<file path="config.mk">
export PLATFORM = sky130hd
export DESIGN_NAME = latched_chr_bank_mapper_unit
export DESIGN_NICKNAME = d
export VERILOG_FILES = /design/src/design/lcbm_pkg.sv /design/src/design/latched_chr_bank_mapper_unit.sv /design/src/design/lcbm_cfg.sv /design/src/design/lcbm_core.sv
export SDC_FILE = /design/constraint.sdc
export NUM_CORES = 1
export LEC_CHECK = 0
export BUFFER_PORTS_ARGS = -buffer_cell sky130_fd_sc_hd__buf_2
export CAP_MARGIN = 20
export CORE_MARGIN = 2
export CORE_UTILIZATION = 56
export CTS_CLUSTER_DIAMETER = 60
export DETAILED_ROUTE_END_ITERATION = 6
export GPL_ROUTABILITY_DRIVEN = 0
export PLACE_DENSITY = 0.95
export SYNTH_ARGS = -nofsm -noshare
export SYNTH_HDL_FRONTEND = slang
export SYNTH_HIERARCHICAL = 1
export SYNTH_SLANG_ARGS = --single-unit
</file>
<file path="constraint.sdc">
create_clock -name clk -period 8.7 [get_ports clk]
set_clock_uncertainty 0.05 [all_clocks]
set_input_delay 0.435 -clock clk [delete_from_list [all_inputs] [get_ports clk]]
set_output_delay 0.435 -clock clk [all_outputs]
set_load 0.05 [all_outputs]
</file>
<file path="src/design/lcbm_pkg.sv">
// shared types and constants of the latched pattern-bank mapper
`timescale 1ns / 1ps

package lcbm_pkg;

    typedef enum logic [1:0] {
        MODE_CPU_READ  = 2'd0,
        MODE_CPU_WRITE = 2'd1,
        MODE_PPU_READ  = 2'd2,
        MODE_PPU_WRITE = 2'd3
    } mode_t;

    typedef enum logic [1:0] {
        ROM_NONE    = 2'd0,
        ROM_PROGRAM = 2'd1,
        ROM_PATTERN = 2'd2
    } rom_sel_t;

    // configuration register indexes
    localparam logic REG_PRG_BANK_COUNT = 1'b0;
    localparam logic REG_CHR_BANK_COUNT = 1'b1;

    localparam int APB_ADDR_W = 3;
    localparam int APB_DATA_W = 32;

    localparam logic [4:0] PRG_COUNT_RST = 5'd16;
    localparam logic [5:0] CHR_COUNT_RST = 6'd32;

    localparam logic [4:0] LOW_FD_RST  = 5'd0;
    localparam logic [4:0] LOW_FE_RST  = 5'd1;
    localparam logic [4:0] HIGH_FD_RST = 5'd2;
    localparam logic [4:0] HIGH_FE_RST = 5'd3;

    // pattern-space tile rows that flip the latches
    localparam logic [7:0] LATCH_FD_ROW = 8'hFD;
    localparam logic [7:0] LATCH_FE_ROW = 8'hFE;

    // cpu register windows by address bits 14:12 (with bit 15 set)
    localparam logic [2:0] WIN_PRG_SELECT = 3'b010;
    localparam logic [2:0] WIN_LOW_FD     = 3'b011;
    localparam logic [2:0] WIN_LOW_FE     = 3'b100;
    localparam logic [2:0] WIN_HIGH_FD    = 3'b101;
    localparam logic [2:0] WIN_HIGH_FE    = 3'b110;
    localparam logic [2:0] WIN_MIRROR     = 3'b111;

    // fixed program banks sit at count-4+window, modulo 32
    localparam logic [4:0] PRG_FIXED_OFFSET = 5'd28;

    typedef struct packed {
        mode_t       mode;
        logic [15:0] bus_address;
        logic [7:0]  write_data;
    } req_t;

    typedef struct packed {
        logic        claimed;
        rom_sel_t    rom_select;
        logic [16:0] rom_address;
        logic        bank_valid;
        logic        mirror_horizontal;
    } res_t;

    typedef struct packed {
        logic [4:0] prg_bank_count;
        logic [5:0] chr_bank_count;
    } cfg_t;

    typedef struct packed {
        logic [3:0] prg_select;
        logic [4:0] low_fd_bank;
        logic [4:0] low_fe_bank;
        logic [4:0] high_fd_bank;
        logic [4:0] high_fe_bank;
        logic       low_latch_is_fe;
        logic       high_latch_is_fe;
        logic       mirroring;
    } map_state_t;

endpackage

</file>
<file path="src/design/latched_chr_bank_mapper_unit.sv">
// top level of the latched pattern-bank cartridge mapper
// path: a request is held in the input register, mapped, and offered from the result register
// throughput: one access per cycle while results drain; the input register, mapping logic and
// result register form a two-stage pipeline that advances whenever the result slot frees
// reset: asynchronous active-low; bank registers 0/1/2/3, both latches on FE,
// vertical mirroring, program select 0, bank counts 16 and 32, pipeline empty
`timescale 1ns / 1ps

module latched_chr_bank_mapper_unit
    import lcbm_pkg::*;
(
    input  logic                  clk,
    input  logic                  rst_n,
    // request channel
    input  logic                  req_valid,
    output logic                  req_ready,
    input  req_t                  req,
    // result channel
    output logic                  rsp_valid,
    input  logic                  rsp_ready,
    output res_t                  rsp,
    // configuration port
    input  logic                  psel,
    input  logic                  penable,
    input  logic                  pwrite,
    input  logic [APB_ADDR_W-1:0] paddr,
    input  logic [APB_DATA_W-1:0] pwdata,
    output logic [APB_DATA_W-1:0] prdata,
    output logic                  pready
);

    // input stage
    logic in_valid_reg;
    req_t in_item_reg;
    // result stage
    logic out_valid_reg;
    res_t out_item_reg;

    cfg_t cfg;
    res_t res_next;
    logic advance;

    // the result slot takes a new result when empty or when its transfer completes
    assign advance   = in_valid_reg & (~out_valid_reg | rsp_ready);
    // input register frees as its item moves on: a new transfer each cycle unless rsp stalls
    assign req_ready = ~in_valid_reg | advance;
    assign rsp_valid = out_valid_reg;
    assign rsp       = out_item_reg;

    lcbm_cfg u_cfg (
        .clk     (clk),
        .rst_n   (rst_n),
        .psel    (psel),
        .penable (penable),
        .pwrite  (pwrite),
        .paddr   (paddr),
        .pwdata  (pwdata),
        .prdata  (prdata),
        .pready  (pready),
        .cfg     (cfg)
    );

    // mapper state is updated as the item leaves the input stage, so the
    // following item always sees the registers and latches this one left
    lcbm_core u_core (
        .clk   (clk),
        .rst_n (rst_n),
        .fire  (advance),
        .req   (in_item_reg),
        .cfg   (cfg),
        .res   (res_next)
    );

    // pipeline valid flags
    always_ff @(posedge clk or negedge rst_n)
    begin
        if (!rst_n)
        begin
            in_valid_reg  <= 1'b0;
            out_valid_reg <= 1'b0;
        end
        else
        begin
            if (req_ready)
                in_valid_reg <= req_valid;
            if (advance)
                out_valid_reg <= 1'b1;
            else if (rsp_ready)
                out_valid_reg <= 1'b0;
        end
    end

    // payload registers, no reset needed
    always_ff @(posedge clk)
    begin
        if (req_valid && req_ready)
            in_item_reg <= req;
        if (advance)
            out_item_reg <= res_next;
    end

    // an empty input stage always takes a transfer
    assert property (@(posedge clk) disable iff (!rst_n)
        !in_valid_reg |-> req_ready)
        else $error("input stage empty but request not ready");

    // an accepted request lands in the input stage
    assert property (@(posedge clk) disable iff (!rst_n)
        (req_valid && req_ready) |=> in_valid_reg)
        else $error("accepted request lost");

    // an unclaimed access never points into a rom
    assert property (@(posedge clk) disable iff (!rst_n)
        (rsp_valid && !rsp.claimed) |->
            (rsp.rom_select == ROM_NONE && rsp.rom_address == 17'd0 && !rsp.bank_valid))
        else $error("unclaimed access carries a rom address");

    // a stalled result waits while the input stage holds its item
    assert property (@(posedge clk) disable iff (!rst_n)
        (out_valid_reg && !rsp_ready && in_valid_reg) |=> in_valid_reg)
        else $error("item dropped while result stalled");

endmodule

</file>
<file path="src/design/lcbm_cfg.sv">
// apb configuration registers: program and pattern bank counts
`timescale 1ns / 1ps

module lcbm_cfg
    import lcbm_pkg::*;
(
    input  logic                  clk,
    input  logic                  rst_n,
    input  logic                  psel,
    input  logic                  penable,
    input  logic                  pwrite,
    input  logic [APB_ADDR_W-1:0] paddr,
    input  logic [APB_DATA_W-1:0] pwdata,
    output logic [APB_DATA_W-1:0] prdata,
    output logic                  pready,
    output cfg_t                  cfg
);

    cfg_t cfg_reg;
    logic wr_en;

    assign pready = 1'b1;
    assign wr_en  = psel & penable & pwrite & pready;
    assign cfg    = cfg_reg;

    always_ff @(posedge clk or negedge rst_n)
    begin
        if (!rst_n)
        begin
            cfg_reg.prg_bank_count <= PRG_COUNT_RST;
            cfg_reg.chr_bank_count <= CHR_COUNT_RST;
        end
        else if (wr_en)
        begin
            if (paddr[2] == REG_PRG_BANK_COUNT)
                cfg_reg.prg_bank_count <= pwdata[4:0];
            else
                cfg_reg.chr_bank_count <= pwdata[5:0];
        end
    end

    always_comb
    begin
        if (paddr[2] == REG_PRG_BANK_COUNT)
            prdata = {27'd0, cfg_reg.prg_bank_count};
        else
            prdata = {26'd0, cfg_reg.chr_bank_count};
    end

endmodule

</file>
<file path="src/design/lcbm_core.sv">
// mapper state registers and the translation of one bus access
`timescale 1ns / 1ps

module lcbm_core
    import lcbm_pkg::*;
(
    input  logic clk,
    input  logic rst_n,
    input  logic fire,
    input  req_t req,
    input  cfg_t cfg,
    output res_t res
);

    map_state_t state_reg;
    map_state_t state_next;

    always_comb
    begin
        logic [4:0] bank;
        logic [1:0] window;
        logic [7:0] row;

        state_next = state_reg;
        res        = '0;
        bank       = '0;
        window     = req.bus_address[14:13];
        row        = req.bus_address[11:4];

        case (req.mode)
            MODE_CPU_READ:
            begin
                if (req.bus_address[15])
                begin
                    if (window == 2'd0)
                        bank = {1'b0, state_reg.prg_select};
                    else
                        bank = cfg.prg_bank_count + PRG_FIXED_OFFSET + {3'd0, window};
                    res.claimed     = 1'b1;
                    res.rom_select  = ROM_PROGRAM;
                    res.rom_address = {bank[3:0], req.bus_address[12:0]};
                    res.bank_valid  = bank < cfg.prg_bank_count;
                end
            end
            MODE_CPU_WRITE:
            begin
                if (req.bus_address[15])
                begin
                    res.claimed = 1'b1;
                    case (req.bus_address[14:12])
                        WIN_PRG_SELECT: state_next.prg_select   = req.write_data[3:0];
                        WIN_LOW_FD:     state_next.low_fd_bank  = req.write_data[4:0];
                        WIN_LOW_FE:     state_next.low_fe_bank  = req.write_data[4:0];
                        WIN_HIGH_FD:    state_next.high_fd_bank = req.write_data[4:0];
                        WIN_HIGH_FE:    state_next.high_fe_bank = req.write_data[4:0];
                        WIN_MIRROR:     state_next.mirroring    = req.write_data[0];
                        default:        ;
                    endcase
                end
            end
            MODE_PPU_READ:
            begin
                if (req.bus_address[15:13] == 3'd0)
                begin
                    if (row == LATCH_FD_ROW || row == LATCH_FE_ROW)
                    begin
                        if (req.bus_address[12])
                            state_next.high_latch_is_fe = (row == LATCH_FE_ROW);
                        else
                            state_next.low_latch_is_fe = (row == LATCH_FE_ROW);
                    end
                    if (req.bus_address[12])
                        bank = state_next.high_latch_is_fe ? state_reg.high_fe_bank
                                                           : state_reg.high_fd_bank;
                    else
                        bank = state_next.low_latch_is_fe ? state_reg.low_fe_bank
                                                          : state_reg.low_fd_bank;
                    res.claimed     = 1'b1;
                    res.rom_select  = ROM_PATTERN;
                    res.rom_address = {bank, req.bus_address[11:0]};
                    res.bank_valid  = {1'b0, bank} < cfg.chr_bank_count;
                end
            end
            default:
            begin
            end
        endcase

        res.mirror_horizontal = state_next.mirroring;
    end

    always_ff @(posedge clk or negedge rst_n)
    begin
        if (!rst_n)
        begin
            state_reg.prg_select       <= '0;
            state_reg.low_fd_bank      <= LOW_FD_RST;
            state_reg.low_fe_bank      <= LOW_FE_RST;
            state_reg.high_fd_bank     <= HIGH_FD_RST;
            state_reg.high_fe_bank     <= HIGH_FE_RST;
            state_reg.low_latch_is_fe  <= 1'b1;
            state_reg.high_latch_is_fe <= 1'b1;
            state_reg.mirroring        <= 1'b0;
        end
        else if (fire)
        begin
            state_reg <= state_next;
        end
    end

endmodule
</file>
== After elaboration in Yosys (flattened, before gate mapping) ==
Index checks and enable logic that the tools add are counted.

* Register bits after elaboration: 85
* Input port bits: 68

* Add/subtract/negate cells: 2
* Magnitude comparators: 2
* Eq/ne operators: 10
* Mux-type cells: 24
* Bitwise gates (word level): 8
* Reductions and logical operators: 14

{| class="wikitable"
|+ Operator list
! operator !! count
|-
| two-way mux 21 bit || 2
|-
| two-way mux 5 bit || 8
|-
| one-hot mux 20 bit (2 select lines) || 1
|-
| AND reduction 4 bit || 5
|-
| == test 8 bit, second input constant || 2
|-
| == test 3 bit, second input constant || 4
|-
| two-way mux 1 bit || 8
|-
| == test 3 x 2 -> 1 bit, second input constant || 2
|-
| < comparator 5 x 6 -> 1 bit || 1
|-
| two-way mux 2 bit || 3
|-
| two-way mux 6 bit || 1
|-
| adder 5 x 2 -> 5 bit || 1
|-
| adder 5 bit, second input constant || 1
|-
| < comparator 5 bit || 1
|-
| zero test 2 bit || 2
|-
| AND reduction 2 bit || 2
|-
| AND 1 bit || 3
|-
| zero test 3 bit || 1
|-
| NOT 1 bit || 3
|-
| one-hot mux 1 bit (3 select lines) || 1
|-
| AND reduction 3 bit || 1
|-
| == test 2 x 1 -> 1 bit, second input constant || 1
|-
| == test 2 bit, second input constant || 1
|-
| OR 1 bit || 2
|-
| 3 further kinds || 3
|}

== Logic depth before layout (Yosys ltp) ==
* Word-level depth: 12
* Gate-level depth with buffers: 12
* Depth with buffers taken out: 12

== Cells and area by module ==
Netlist, hierarchy kept.

{| class="wikitable"
|+ Modules (own cells, without submodules)
! module !! instances !! cells each !! area an instance (um2) !! sequential area each (um2)
|-
| lcbm_core || 1 || 212 || 2070.7 || 683.2
|-
| latched_chr_bank_mapper_unit || 1 || 56 || 1545.2 || 1491.4
|-
| lcbm_cfg || 1 || 60 || 721.9 || 277.8
|}

== Worst setup path after synthesis ==
No wires, ideal clock.

* Path kind: reg2reg
* Start: reg in_item_reg[13] (netlist name)
* End: reg out_item_reg (netlist bit rsp[1]) (data pin)
* Setup time: 0.265 ns
* Arrival: 2.487 ns
* Setup slack: 5.898 ns
* Cell stages (with the launch flop): 13
* Path buffers: 2
* Cells stage by stage: edfxtp_1 > clkbuf_1 > o41ai_1 > a22o_1 > buf_2 > mux2i_1 > o21ai_0 > ha_1 > a21o_1 > a21oi_1 > o221a_2 > a31oi_1 > o41ai_2

{| class="wikitable"
|+ RTL lines
! item !! RTL line !! text
|-
| start: declaration || latched_chr_bank_mapper_unit.sv:34 || <nowiki>req_t in_item_reg;</nowiki>
|-
| start signal: assignment || latched_chr_bank_mapper_unit.sv:97 || <nowiki>in_item_reg <= req;</nowiki>
|-
| end signal: assignment || latched_chr_bank_mapper_unit.sv:99 || <nowiki>out_item_reg <= res_next;</nowiki>
|-
| end: declaration || latched_chr_bank_mapper_unit.sv:37 || <nowiki>res_t out_item_reg;</nowiki>
|}

==> summary by stage <==
Cells and area
The synthesis-to-finish area growth is 12.0%. In the final design database the tool counted 470 nets. 0 antenna diodes ended up in the layout.

The post-route netlist has 37.9% of its cells at a drive strength greater than 1. The filler cells instantiated in the layout total 531. The share of the core filled with cells is 65.3%. The final design area excluding fillers is 4760 um^2. The register with the most flip-flops in the layout has 27 of them. The number of standard cells in the final layout excluding fillers is 495.

Timing
The setup violation total in the final timing report is 0. The number of max-slew violations in the final report is 0. The final critical-path setup slack is 5.33 ns. The transition time of the tightest slew-check pin is 0.877 ns. The hold violation count in the final report was 0.

Setup repair after global routing left no endpoint under its margin. The worst relative slew slack is 41.5%. The final critical-path required period is 3.37 ns. The tightest hold margin is 0.133 ns. The maximum achievable frequency is 0.297 GHz. The final critical path takes up 38.7% of the cycle.

For the final routed database, the setup TNS stands at 0 ns.

Power
Net switching is 31.5% of the power. Summed over all cells, the static leakage comes to 2.09 nW. The clock share of power is 28.4%. The total power draw is 1.05 mW.

Sequential cells account for 48.8% of the total power. The largest voltage drop on the vdd net is 0.0958 mV. The internal power is 0.718 mW.

The total power density per cell area is 220 nW/um^2. In this run the power spent charging and discharging nets is 0.330 mW. The share of total power dissipated in combinational logic is 22.9%.

Die
The die covers 8300 um^2. Once the floorplan was initialized, standard cells occupied 58.3% of the core. The number of rows created at floorplan is 31. Measured along the x axis, the die boundary spans 91.1 um. The die is 91.1 um tall. The core footprint is 7290 um^2.

The number of top-level pins is 125.

GRT
The wire length of the first global-routing pass is 13.1 mm. Entering global routing, the biggest net connects 41 pins. The combined global-route utilization of all metal layers is 20.4%. The number of global-route vias before repair is 2629. The total congestion overflow is 0. The number of antenna violations at the first check in global routing came to 0.

Setup path
The required time of the critical path is 8.76 ns. The capturing element type of the critical path is a flip-flop. For the worst setup path, the data arrival time is 3.43 ns. The critical path is of the reg2reg type. In this run the worst path has a maximum fanout of 16.

The worst setup path is launched from a flip-flop.

Clock network
For the worst-skew pair, the clock arrives at the later sink with an insertion delay of 0.36 ns. The number of cells upsized or downsized after cts is 0. The number of buffers inserted by post-CTS setup repair is 0. The clock tree synthesis step divided the H-tree into 3 levels. The longest clock path from root to sink contains 2 buffers. TritonCTS built the clock tree. The CTS clock-pin slew for the worst setup and hold paths is 0.08 ns. The clock sink count is 85. The number of hold-repair buffers added at the cts stage is 0. The root buffer cell is clkbuf_8. Counting the buffers created by CTS gives 9.

Status
The flow ran to the end, and the final reports show no timing, DRC or antenna violations.

Drt
The remaining antenna violation count after routing is 0. The initial DRC count is 267. After detailed routing, the average wire length per cell comes to 16.4 um. Across all layers, the routed design uses 2755 vias. The final layout contains routed wiring with a total length of 8.10 mm. The number of vias per cell is 5.57.

The iteration count of the initial detailed-routing pass is 7. The DRC violations left is 0.

Place
The count of buffers added on input and output ports is 66. After detailed placement, the total cell area comes to 4550 um^2. The setup slack after placement is 5.48 ns. The number of placed instances, taps included is 479. The placed wire-length estimate after detailed placement is 5.90 mm.

Synth
The average instance area after synthesis is 13.1 um^2. The total of warnings raised by yosys is 6. The cell area that synthesis handed to floorplanning was 4250 um^2. Counting every instance in the synthesized netlist gives 325.

Job
Across the run, the number of max-cap violations was 0.

Hold path
The path type of the worst min-delay path is in2async.
-- worst max-delay path, stage by stage, from the launching register on --
cell and delay (ns):
edfxtp_1 0.50, inv_2 0.20, o41ai_1 0.44, a22o_1 0.38, mux2i_1 0.34, o21ai_0 0.16, ha_1 0.33, a21o_1 0.12
a21oi_1 0.07, o221a_2 0.27, a31oi_1 0.16, o41ai_2 0.10
-- power groups by stage --
stage	Combinational [mW]	Clock, mW	Sequential, mW
after global routing	0.258	0.315	0.517
after floorplan	0.166	0	0.538
after CTS	0.239	0.301	0.510
final	0.240	0.297	0.511
after global placement	0.228	0	0.514
after detailed placement	0.237	0	0.519
-- routing by layer --
layer	part of all wire, %	GRT usage [%]
met1	42	26.0
met2	50	33.6
met3	6.4	4.40
met4	2.2	8.84
met5	0	0
-- placed cells by master (no fill, tap or decap), types with 3 or more instances in the layout --
cell	n
nor2_1	11
dfstp_2	8
mux2i_1	6
o221ai_1	7
nand2b_1	4
conb_1	27
buf_2	66
nor3_1	4
edfxtp_1	45
o211ai_1	5
mux2_2	42
nand2_1	11
and2_1	14
a21oi_1	5
dfrtp_1	32
o21ai_0	8
o41ai_1	3
ha_1	10
xnor2_1	3
clkbuf_8	9
inv_1	16
and3_1	3
nand3_1	5
-- final timing paths --
kind	start	slack, ns	end	cells after the start
setup / recovery	in_item_reg[20]$_DFFE_PP_	5.33	rsp[1]$_DFFE_PP_	11
hold / removal	rst_n	0.13	u_cfg/cfg[0]$_DFFE_PN0P_	1
setup reg to reg	in_item_reg[20]$_DFFE_PP_	5.33	rsp[1]$_DFFE_PP_	11
hold reg to reg	u_core/state_reg[23]$_DFFE_PN0P_	0.46	u_core/state_reg[23]$_DFFE_PN0P_	1
max in group asynchronous	rst_n	7.91	u_core/state_reg[18]$_DFFE_PN0P_	1
min in group clk	req[4]	0.19	in_item_reg[4]$_DFFE_PP_	1
-- area by class of cell --
| class | instances | area, um^2 | share of cell area [%] |
|---|---|---|---|
| repair buffers | 67 | 338 | 7.10 |
| well taps | 99 | 124 | 2.60 |
| clock buffers | 9 | 124 | 2.60 |
| multi-input cells | 211 | 1660 | 34.8 |
| clock inverters | 7 | 90.1 | 1.89 |
| inverters | 17 | 63.8 | 1.34 |
| flip-flops and latches | 85 | 2360 | 49.6 |
Note: power is estimated with default switching activity, not from simulation.
